[config.mk]
export PLATFORM = sky130hd
export DESIGN_NAME = fixed_distance_rle_decompressor
export DESIGN_NICKNAME = d
export VERILOG_FILES = /design/src/sv/fdrle_pkg.sv /design/src/sv/fdrle_ram.sv /design/src/sv/fdrle_front.sv /design/src/sv/fdrle_queue.sv /design/src/sv/fdrle_back.sv /design/src/sv/fixed_distance_rle_decompressor.sv
export SDC_FILE = /design/constraint.sdc
export NUM_CORES = 1
export LEC_CHECK = 0
export BUFFER_PORTS_ARGS = -buffer_cell sky130_fd_sc_hd__buf_2
export CORE_UTILIZATION = 45
export DETAILED_ROUTE_END_ITERATION = 10
export SKIP_LAST_GASP = 1
export SYNTH_ARGS = -nofsm -noshare
export SYNTH_HDL_FRONTEND = slang
export SYNTH_SLANG_ARGS = --single-unit
[constraint.sdc]
create_clock -name clk_i -period 5.7 [get_ports clk_i]
set_input_delay 1.14 -clock clk_i [delete_from_list [all_inputs] [get_ports clk_i]]
set_output_delay 1.14 -clock clk_i [all_outputs]
set_load 0.005 [all_outputs]
[src/sv/fdrle_pkg.sv]
// Shared types and constants of the fixed-distance RLE decompressor.
// Used by the front end, the queue, the back end and the top level.
`timescale 1ns / 1ps

package fdrle_pkg;

  // History ring and block length.
  localparam int unsigned HistDepth = 64;
  localparam int unsigned HistAw    = $clog2(HistDepth);
  localparam int unsigned LenW      = 17;
  localparam int unsigned CntW      = 6;

  localparam logic [LenW-1:0] MaxBlock   = 17'd65536;
  localparam logic [LenW-1:0] ZeroWindow = 17'd64;

  // Queue between front and back.
  localparam int unsigned QueueDepth = 2;
  localparam int unsigned QueuePtrW  = $clog2(QueueDepth);
  localparam int unsigned QueueCntW  = $clog2(QueueDepth + 1);

  // Command held in the top three bits of a control byte.
  typedef enum logic [2:0] {
    CMD_LIT = 3'd0,
    CMD_INC = 3'd1,
    CMD_D1  = 3'd2,
    CMD_D2  = 3'd3,
    CMD_D4  = 3'd4,
    CMD_D16 = 3'd5,
    CMD_D32 = 3'd6,
    CMD_D64 = 3'd7
  } fdrle_cmd_e;

  // One classified input byte as it travels through the queue.
  typedef struct packed {
    logic [7:0]        raw;   // byte as received (literal payload)
    fdrle_cmd_e        cmd;   // command if taken as a control byte
    logic [CntW-1:0]   cnt;   // count 1..32
    logic [HistAw-1:0] span;  // copy distance modulo the ring size
  } fdrle_item_t;

  // Copy distance of each command, taken modulo the history depth.
  function automatic logic [HistAw-1:0] copy_dist(fdrle_cmd_e c);
    logic [HistAw-1:0] d;
    d = '0;
    unique case (c)
      CMD_D1:  d = HistAw'(1);
      CMD_D2:  d = HistAw'(2);
      CMD_D4:  d = HistAw'(4);
      CMD_D16: d = HistAw'(16);
      CMD_D32: d = HistAw'(32);
      CMD_D64: d = HistAw'(64);  // wraps to zero: same ring slot
      default: d = '0;
    endcase
    return d;
  endfunction

endpackage

[src/sv/fdrle_ram.sv]
// Generic single-write, single-read RAM with registered read data.
// No dependencies.
`timescale 1ns / 1ps

module fdrle_ram #(
  parameter int unsigned WIDTH = 8,
  parameter int unsigned DEPTH = 64
) (
  input  logic                     clk_i,
  input  logic                     we_i,
  input  logic [$clog2(DEPTH)-1:0] waddr_i,
  input  logic [WIDTH-1:0]         wdata_i,
  input  logic                     re_i,
  input  logic [$clog2(DEPTH)-1:0] raddr_i,
  output logic [WIDTH-1:0]         rdata_o
);

  logic [WIDTH-1:0] mem_q [DEPTH];
  logic [WIDTH-1:0] rdata_q;

  // Write port
  always_ff @(posedge clk_i) begin
    if (we_i) begin
      mem_q[waddr_i] <= wdata_i;
    end
  end

  // Read port, data held while not enabled
  always_ff @(posedge clk_i) begin
    if (re_i) begin
      rdata_q <= mem_q[raddr_i];
    end
  end

  assign rdata_o = rdata_q;

endmodule

[src/sv/fdrle_front.sv]
// Front end: takes input bytes and classifies each into a queue item.
// Depends on fdrle_pkg.
`timescale 1ns / 1ps

module fdrle_front (
  input  logic               s_valid_i,
  output logic               s_ready_o,
  input  logic [7:0]         s_data_i,
  output logic               push_o,
  input  logic               push_ready_i,
  output fdrle_pkg::fdrle_item_t item_o
);

  import fdrle_pkg::*;

  fdrle_cmd_e cmd;

  // Decode the byte as a control byte; the back end decides whether it is one
  assign cmd = fdrle_cmd_e'(s_data_i[7:5]);

  always_comb begin
    item_o.raw  = s_data_i;
    item_o.cmd  = cmd;
    item_o.cnt  = CntW'(s_data_i[4:0]) + CntW'(1);
    item_o.span = copy_dist(cmd);
  end

  // Request goes straight into the queue
  assign s_ready_o = push_ready_i;
  assign push_o    = s_valid_i;

endmodule

[src/sv/fdrle_queue.sv]
// Short queue of classified items between front and back end.
// Depends on fdrle_pkg.
`timescale 1ns / 1ps

module fdrle_queue (
  input  logic                   clk_i,
  input  logic                   rst_ni,
  input  logic                   push_i,
  output logic                   push_ready_o,
  input  fdrle_pkg::fdrle_item_t item_i,
  output logic                   pop_valid_o,
  input  logic                   pop_i,
  output fdrle_pkg::fdrle_item_t item_o
);

  import fdrle_pkg::*;

  fdrle_item_t          slot_q [QueueDepth];
  logic [QueuePtrW-1:0] wr_ptr_q, wr_ptr_d;
  logic [QueuePtrW-1:0] rd_ptr_q, rd_ptr_d;
  logic [QueueCntW-1:0] count_q, count_d;
  logic                 do_push, do_pop;

  assign push_ready_o = (count_q != QueueCntW'(QueueDepth));
  assign pop_valid_o  = (count_q != '0);
  assign do_push      = push_i && push_ready_o;
  assign do_pop       = pop_i && pop_valid_o;
  assign item_o       = slot_q[rd_ptr_q];

  // Pointer and fill bookkeeping
  always_comb begin
    wr_ptr_d = wr_ptr_q;
    rd_ptr_d = rd_ptr_q;
    count_d  = count_q;
    if (do_push) begin
      wr_ptr_d = (wr_ptr_q == QueuePtrW'(QueueDepth - 1)) ? '0 : wr_ptr_q + QueuePtrW'(1);
    end
    if (do_pop) begin
      rd_ptr_d = (rd_ptr_q == QueuePtrW'(QueueDepth - 1)) ? '0 : rd_ptr_q + QueuePtrW'(1);
    end
    if (do_push && !do_pop) begin
      count_d = count_q + QueueCntW'(1);
    end else if (do_pop && !do_push) begin
      count_d = count_q - QueueCntW'(1);
    end
  end

  always_ff @(posedge clk_i or negedge rst_ni) begin
    if (!rst_ni) begin
      wr_ptr_q <= '0;
      rd_ptr_q <= '0;
      count_q  <= '0;
    end else begin
      wr_ptr_q <= wr_ptr_d;
      rd_ptr_q <= rd_ptr_d;
      count_q  <= count_d;
    end
  end

  // Payload storage
  always_ff @(posedge clk_i) begin
    if (do_push) begin
      slot_q[wr_ptr_q] <= item_i;
    end
  end

endmodule

[src/sv/fdrle_back.sv]
// Back end: tracks literals, runs commands against the history ring and
// drives the output register. Depends on fdrle_pkg and fdrle_ram.
`timescale 1ns / 1ps

module fdrle_back (
  input  logic                       clk_i,
  input  logic                       rst_ni,
  input  logic [fdrle_pkg::LenW-1:0] len_i,
  input  logic                       item_valid_i,
  output logic                       pop_o,
  input  fdrle_pkg::fdrle_item_t     item_i,
  output logic                       out_valid_o,
  input  logic                       out_ready_i,
  output logic [7:0]                 out_byte_o,
  output logic                       out_last_o,
  output logic                       out_end_o
);

  import fdrle_pkg::*;

  typedef enum logic [2:0] {
    S_IDLE = 3'b001,
    S_PREP = 3'b010,
    S_RUN  = 3'b100
  } state_e;

  typedef enum logic [2:0] {
    SRC_LIT,
    SRC_INC,
    SRC_LAST,
    SRC_ZERO,
    SRC_RAM
  } src_e;

  state_e            state_q, state_d;
  src_e              src_q, src_d;
  logic [CntW-1:0]   cnt_q, cnt_d;
  logic [CntW-1:0]   lit_q, lit_d;
  logic [7:0]        byte_q, byte_d;
  logic [HistAw-1:0] dist_q, dist_d;
  logic [LenW-1:0]   pc_q, pc_d;
  logic [7:0]        last_q, last_d;
  logic [HistDepth-1:0] vld_q, vld_d;
  logic              rvld_q, rvld_d;
  logic              out_valid_q, out_valid_d;
  logic [7:0]        out_byte_q, out_byte_d;
  logic              out_last_q, out_last_d;
  logic              out_end_q, out_end_d;

  logic [LenW-1:0]   eff_len;
  logic [LenW-1:0]   pc_inc;
  logic              slot_free;
  logic              blk_end;
  logic [7:0]        emit_byte;
  logic              re;
  logic [HistAw-1:0] raddr;
  logic              we;
  logic [7:0]        rdata;

  // Clamp the configured length into 1..MaxBlock
  always_comb begin
    eff_len = len_i;
    if (len_i == '0) begin
      eff_len = LenW'(1);
    end else if (len_i > MaxBlock) begin
      eff_len = MaxBlock;
    end
  end

  assign pc_inc    = pc_q + LenW'(1);
  assign blk_end   = (pc_inc >= eff_len);
  assign slot_free = !out_valid_q || out_ready_i;

  // Byte to emit in the current run step
  always_comb begin
    case (src_q)
      SRC_LIT:  emit_byte = byte_q;
      SRC_INC:  emit_byte = last_q + 8'd1;
      SRC_LAST: emit_byte = last_q;
      SRC_ZERO: emit_byte = 8'h00;
      SRC_RAM:  emit_byte = rvld_q ? rdata : 8'h00;
      default:  emit_byte = 8'h00;
    endcase
  end

  // Sequencer
  always_comb begin
    state_d     = state_q;
    src_d       = src_q;
    cnt_d       = cnt_q;
    lit_d       = lit_q;
    byte_d      = byte_q;
    dist_d      = dist_q;
    pc_d        = pc_q;
    last_d      = last_q;
    vld_d       = vld_q;
    out_valid_d = out_valid_q;
    out_byte_d  = out_byte_q;
    out_last_d  = out_last_q;
    out_end_d   = out_end_q;
    pop_o       = 1'b0;
    re          = 1'b0;
    raddr       = pc_q[HistAw-1:0] - dist_q;
    we          = 1'b0;

    if (out_valid_q && out_ready_i) begin
      out_valid_d = 1'b0;
    end

    unique case (state_q)
      S_IDLE: begin
        if (item_valid_i) begin
          pop_o  = 1'b1;
          byte_d = item_i.raw;
          cnt_d  = item_i.cnt;
          dist_d = item_i.span;
          if (lit_q != '0) begin
            // pending literal: pass the byte through
            lit_d   = lit_q - CntW'(1);
            src_d   = SRC_LIT;
            cnt_d   = CntW'(1);
            state_d = S_RUN;
          end else begin
            unique case (item_i.cmd) inside
              CMD_LIT: begin
                lit_d = item_i.cnt;
              end
              CMD_INC: begin
                src_d   = SRC_INC;
                state_d = S_RUN;
              end
              CMD_D1: begin
                src_d   = SRC_LAST;
                state_d = S_RUN;
              end
              CMD_D64: begin
                if (pc_q <= ZeroWindow) begin
                  src_d   = SRC_ZERO;
                  state_d = S_RUN;
                end else begin
                  src_d   = SRC_RAM;
                  state_d = S_PREP;
                end
              end
              CMD_D2, CMD_D4, CMD_D16, CMD_D32: begin
                src_d   = SRC_RAM;
                state_d = S_PREP;
              end
            endcase
          end
        end
      end

      S_PREP: begin
        // prime the registered history read
        re      = 1'b1;
        state_d = S_RUN;
      end

      S_RUN: begin
        if (slot_free) begin
          out_valid_d         = 1'b1;
          out_byte_d          = emit_byte;
          out_end_d           = blk_end;
          out_last_d          = blk_end || (cnt_q == CntW'(1));
          we                  = 1'b1;
          last_d              = emit_byte;
          pc_d                = pc_inc;
          vld_d[pc_q[HistAw-1:0]] = 1'b1;
          if (blk_end) begin
            // end of block: drop the rest of the run, start afresh
            pc_d    = '0;
            lit_d   = '0;
            last_d  = 8'h00;
            vld_d   = '0;
            state_d = S_IDLE;
          end else if (cnt_q == CntW'(1)) begin
            state_d = S_IDLE;
          end else begin
            cnt_d = cnt_q - CntW'(1);
            if (src_q == SRC_RAM) begin
              re    = 1'b1;
              raddr = pc_inc[HistAw-1:0] - dist_q;
            end
          end
        end
      end

      default: state_d = S_IDLE;
    endcase
  end

  // Unwritten entries of this block read as zero
  assign rvld_d = re ? vld_q[raddr] : rvld_q;

  always_ff @(posedge clk_i or negedge rst_ni) begin
    if (!rst_ni) begin
      state_q     <= S_IDLE;
      lit_q       <= '0;
      pc_q        <= '0;
      last_q      <= 8'h00;
      vld_q       <= '0;
      out_valid_q <= 1'b0;
    end else begin
      state_q     <= state_d;
      lit_q       <= lit_d;
      pc_q        <= pc_d;
      last_q      <= last_d;
      vld_q       <= vld_d;
      out_valid_q <= out_valid_d;
    end
  end

  // Payload registers
  always_ff @(posedge clk_i) begin
    src_q      <= src_d;
    cnt_q      <= cnt_d;
    byte_q     <= byte_d;
    dist_q     <= dist_d;
    rvld_q     <= rvld_d;
    out_byte_q <= out_byte_d;
    out_last_q <= out_last_d;
    out_end_q  <= out_end_d;
  end

  // History ring
  fdrle_ram #(
    .WIDTH (8),
    .DEPTH (HistDepth)
  ) u_hist (
    .clk_i   (clk_i),
    .we_i    (we),
    .waddr_i (pc_q[HistAw-1:0]),
    .wdata_i (emit_byte),
    .re_i    (re),
    .raddr_i (raddr),
    .rdata_o (rdata)
  );

  assign out_valid_o = out_valid_q;
  assign out_byte_o  = out_byte_q;
  assign out_last_o  = out_last_q;
  assign out_end_o   = out_end_q;

endmodule

[src/sv/fixed_distance_rle_decompressor.sv]
// Top level of the fixed-distance RLE decompressor.
// Depends on fdrle_pkg, fdrle_front, fdrle_queue and fdrle_back.
`timescale 1ns / 1ps

// Compressed bytes enter on s_axis, one per request, and decompressed bytes
// leave on m_axis. Input is taken whenever the two-entry queue behind the
// front end has room, so the source keeps moving while the back end works.
// The back end handles one queued byte at a time: a literal-announcing
// control byte is only recorded, a literal byte is passed to the output,
// an increment, distance-1 or all-zero run of n bytes goes straight from
// idle to the run state, and a copy out of the 64-byte history RAM first
// passes a prime state for its registered read port; then one byte leaves
// per cycle unless m_axis stalls. The input stalls once two more bytes are
// queued behind a long command. m_axis_tlast marks the last byte produced
// by an input byte, m_axis_tuser the final byte of a block; the history is
// empty again after that byte. The user must write out_length on the cfg
// port while the block is idle; the block itself does not enforce this.
module fixed_distance_rle_decompressor (
  input  logic                       clk_i,
  input  logic                       rst_ni,
  // configuration: out_length
  input  logic                       cfg_valid_i,
  output logic                       cfg_ready_o,
  input  logic [fdrle_pkg::LenW-1:0] cfg_data_i,
  // compressed input
  input  logic                       s_axis_tvalid,
  output logic                       s_axis_tready,
  input  logic [7:0]                 s_axis_tdata,   // [7:0] in_byte
  // decompressed output
  output logic                       m_axis_tvalid,
  input  logic                       m_axis_tready,
  output logic [7:0]                 m_axis_tdata,   // [7:0] out_byte
  output logic                       m_axis_tlast,   // run_last
  output logic                       m_axis_tuser    // [0] block_end
);

  import fdrle_pkg::*;

  logic [LenW-1:0] len_q;
  logic            push;
  logic            push_ready;
  fdrle_item_t     front_item;
  logic            q_valid;
  logic            q_pop;
  fdrle_item_t     q_item;

  // Block length register
  assign cfg_ready_o = 1'b1;

  always_ff @(posedge clk_i or negedge rst_ni) begin
    if (!rst_ni) begin
      len_q <= MaxBlock;
    end else if (cfg_valid_i && cfg_ready_o) begin
      len_q <= cfg_data_i;
    end
  end

  fdrle_front u_front (
    .s_valid_i    (s_axis_tvalid),
    .s_ready_o    (s_axis_tready),
    .s_data_i     (s_axis_tdata),
    .push_o       (push),
    .push_ready_i (push_ready),
    .item_o       (front_item)
  );

  fdrle_queue u_queue (
    .clk_i        (clk_i),
    .rst_ni       (rst_ni),
    .push_i       (push),
    .push_ready_o (push_ready),
    .item_i       (front_item),
    .pop_valid_o  (q_valid),
    .pop_i        (q_pop),
    .item_o       (q_item)
  );

  fdrle_back u_back (
    .clk_i        (clk_i),
    .rst_ni       (rst_ni),
    .len_i        (len_q),
    .item_valid_i (q_valid),
    .pop_o        (q_pop),
    .item_i       (q_item),
    .out_valid_o  (m_axis_tvalid),
    .out_ready_i  (m_axis_tready),
    .out_byte_o   (m_axis_tdata),
    .out_last_o   (m_axis_tlast),
    .out_end_o    (m_axis_tuser)
  );

  // A block end always closes the run
  assert property (@(posedge clk_i) disable iff (!rst_ni)
    (m_axis_tvalid && m_axis_tuser) |-> m_axis_tlast)
    else $error("block end without run end");

  // The back end never takes from an empty queue
  assert property (@(posedge clk_i) disable iff (!rst_ni)
    q_pop |-> q_valid)
    else $error("pop from empty queue");

  // An accepted byte is visible in the queue in the next cycle
  assert property (@(posedge clk_i) disable iff (!rst_ni)
    (s_axis_tvalid && s_axis_tready) |=> q_valid)
    else $error("accepted byte lost in queue");

endmodule
==> impl_table.tex <==
\begin{tabular}{lr}
\hline
Metric & Value \\
\hline
\multicolumn{2}{l}{\textbf{Global routing}} \\
\quad Largest net degree at the start of global routing & between 80 and 90 \\
\quad Number of global-route vias before repair & 23200 \\
\quad Grt total ovfl & 0 \\
\quad Global-route usage over all layers & 0.290 \\
\quad Wire length of the first global-routing pass & roughly 160 mm \\
\quad Antenna violations before repair & 1 \\
\multicolumn{2}{l}{\textbf{Timing}} \\
\quad Hold Vio Cnt, Final & 0 \\
\quad Smallest setup slack after layout & around 260 ps \\
\quad Min cycle time layout & about 5400 ps \\
\quad Share of the clock period used by the worst path after layout & 0.954 \\
\quad Tightest slew margin relative to the limit & 0.148 \\
\quad Hold Slack & 494 ps \\
\quad Worst-case clock skew & $\sim$33 ps \\
\quad Max Fclk & between 150 and 200 MHz \\
\quad Final-report setup violation count & 0 \\
\quad Final Slew Violations & 0 \\
\quad Worst-margin pin slew & $\sim$1300 ps \\
\multicolumn{2}{l}{\textbf{Placed design}} \\
\quad HPWL after DPL & around 70 mm \\
\quad Post-placement cell count & 3494 \\
\quad RD Place Congestion & around 0.96 \\
\quad Worst-case setup slack after placement & -413 ps \\
\quad Number of buffer cells added on primary ports & 41 \\
\multicolumn{2}{l}{\textbf{Floorplan}} \\
\quad Die X & 270 um \\
\quad Area of the die & between 70000 and 80000 um2 \\
\quad Row Count & 97 \\
\quad Initial core utilization & 0.458 \\
\quad I/O pin count & between 40 and 50 \\
\quad Die height & between 200 and 300 um \\
\quad Floorplan core area & around 70000 um2 \\
\multicolumn{2}{l}{\textbf{Finish}} \\
\quad Leading cell types in the layout, fill and taps excluded & 591 x edfxtp\_1, 226 x nor2\_1, 215 x nand2\_1 \\
\quad Utilization of the core after routing & 0.527 \\
\quad Non-filler instance count after layout & between 3000 and 4000 \\
\quad Layout cells sized above 1 & 0.152 \\
\quad Net count of the finished layout & approximately 2700 \\
\quad Leading cell type in the layout, fill and taps excluded & edfxtp\_1 \\
\quad Count of filler cells inserted in the layout & $\sim$6000 \\
\quad Area overhead of the layout relative to synthesis & 15.0\% \\
\multicolumn{2}{l}{\textbf{Routing}} \\
\quad Via total after detailed routing & $\sim$24000 \\
\quad Overall routed net length & between 100 and 150 mm \\
\quad Vias per cell & around 6.6 \\
\quad Remaining number of nets flagged by the antenna check after routing & 0 \\
\quad TritonRoute pass-1 iters & 6 \\
\quad Detailed router's first-iteration violation count & between 3000 and 4000 \\
\quad DRC violations left & 0 \\
\quad Routed wirelength normalized by instance count & around 29 um \\
\multicolumn{2}{l}{\textbf{Clock network}} \\
\quad Post-CTS Hold Buffers & 0 \\
\quad Cell at the root of the clock tree & clkbuf\_16 \\
\quad Number of clock sinks & 711 \\
\quad Number of clock buffers inserted by TritonCTS & 78 \\
\quad Clock tree from TritonCTS & done \\
\quad Maximum buffer depth of the clock tree & 3 \\
\quad Deepest level of the CTS H-tree & 3 \\
\quad Clock network latency to the later pin of the worst-skew pair & between 600 and 700 ps \\
\quad CTS clk-pin slew, worst paths & around 60 ps \\
\multicolumn{2}{l}{\textbf{Synth}} \\
\quad Proportion of register bits with asynchronous set or reset after synthesis & 0.169 \\
\quad Most frequently used flop master after synthesis & edfxtp\_1 \\
\quad Number of flops mapped to enable cells by yosys & between 500 and 600 \\
\quad Post-synthesis cell area & around 32000 um2 \\
\quad Gate Count Post-Synth & around 2500 \\
\quad Syn avg cell area & about 13 um2 \\
\quad Number of storage elements in the synthesis netlist & between 700 and 800 \\
\quad Sequential share of the synthesized area & 0.641 \\
\quad Count of synthesis-stage warnings from yosys & 0 \\
\quad Synth unique cells & 82 \\
\quad Syn nets & 2610 \\
\multicolumn{2}{l}{\textbf{Setup path}} \\
\quad Kind of start point of the critical path & register \\
\quad Kind of capture point of the worst setup path & register \\
\quad Required time of the critical path & between 6000 and 7000 ps \\
\quad Worst setup path category & register to register \\
\quad Data arrival, critical path & roughly 6000 ps \\
\quad Critical Path Fanout Max & 11 \\
\multicolumn{2}{l}{\textbf{Hold path}} \\
\quad Class of the tightest hold or removal check & register to register \\
\multicolumn{2}{l}{\textbf{Flow run}} \\
\quad Number of maximum-capacitance violations & 0 \\
\multicolumn{2}{l}{\textbf{Run status}} \\
\quad Run status & finished clean \\
\hline
\end{tabular}
## cells in the mapped netlist (67+ instances only)
library cell  count  area share
nor3_1           67       0.010
o21ai_0         101       0.016
o22ai_1          99       0.019
nand2_1         217       0.025
dfrtp_1         118       0.091
nor2_1          228       0.026
edfxtp_1        591        0.55
o21a_1           69       0.016
nand3_1          69       0.011
mux2i_1          71       0.022
clkbuf_1        113       0.013
## worst max-delay path: stages, from the launching register on
cell and delay (ps):
dfrtp_1 360, ha_1 200, nand2_1 60, nor2_1 160
and3_2 240, and3_1 250, and3_4 230, nand3_1 130
xnor2_2 170, ha_1 320, nand4_1 230, nor3_2 120
or4_4 580, o31ai_4 310, o22a_1 500, buf_4 310
a2bb2oi_1 280, nand4b_1 320, a41oi_1 250, buf_4 170
a41o_1 100
## state kept, by name (all words and copies together), names as in the netlist, 5 cells and up
| name | count |
|---|---|
| len_q | 17 |
| u_back.lit_q | 6 |
| u_back.dist_q | 5 |
| u_queue.slot_q | 38 |
| u_back.pc_q | 17 |
| u_back.cnt_q | 6 |
| u_back.last_q | 8 |
| u_back.vld_q | 64 |
| u_back.byte_q | 8 |
| u_back.u_hist.rdata_o | 8 |
| u_back.u_hist.mem_q | 512 |
| u_back.out_byte_o | 8 |
## layout make-up
type | count | area [um2] | area share
Sequential cell | 711 | 20800 | 0.557
Inverter | 43 | 161 | 0.00434
Clock inverter | 41 | 468 | 0.0126
Tap cell | 940 | 1180 | 0.0316
Timing Repair Buffer | 187 | 1440 | 0.0386
Multi-Input combinational cell | 1632 | 11100 | 0.298
Antenna cell | 1 | 2.50 | 0.0000672
Clock buffer | 102 | 2120 | 0.0571
## final timing paths
check / from / end / slack [ps] / cells past startpoint
min: u_back.vld_q[35] / u_back.vld_q[35] / 490 / 1
min in group asynchronous: rst_ni / len_q[2] / 590 / 1
max in group asynchronous: rst_ni / u_back.last_q[3] / 4070 / 2
max reg2reg: u_back.pc_q[0] / u_back.u_hist.rdata_o[7] / 260 / 20
min reg2reg: u_back.vld_q[35] / u_back.vld_q[35] / 490 / 1
max: u_back.pc_q[0] / u_back.u_hist.rdata_o[7] / 260 / 20
## layer usage
metal,track usage,vias up,share of wire
met5,0,-,0
met4,0.117,0,0.039
met3,0.0485,250,0.090
met2,0.453,1403,0.46
met1,0.403,12200,0.41
li1,-,10300,-
## stage by stage
step	setup TNS (ps)	cell area, um2
2_1_floorplan	0	32400
3_3_place_gp	-992	34300
3_5_place_dp	-1210	34300
4_1_cts	0	36900
5_1_grt	-9.70	37200
6_report	0	37200
## cell families (layout without fill, tap and decap cells)
logic type | count (synthesis) | in the layout | share of synthesized area
fa+ha+maj | 35 | 35 | 0.0140
simple gates | 764 | 764 | 0.112
mux | 127 | 127 | 0.0446
compound gates | 665 | 665 | 0.151
flops | 711 | 711 | 0.641
xor+xnor | 40 | 40 | 0.0108
other cells | 1 | 2 | 0.000116
buf+inv | 202 | 373 | 0.0254
## timing repair
item / 4_1_cts / 5_1_grt
cloned: 0 / 2
pin swaps: 2 / 8
setup endpoints to repair: 6 / 9
setup buffers: 2 / 15
resized for setup: 6 / 32
Power is left out: the tool's default activity adds up to more than one toggle a clock period on the data nets, which glitch-free logic cannot reach.
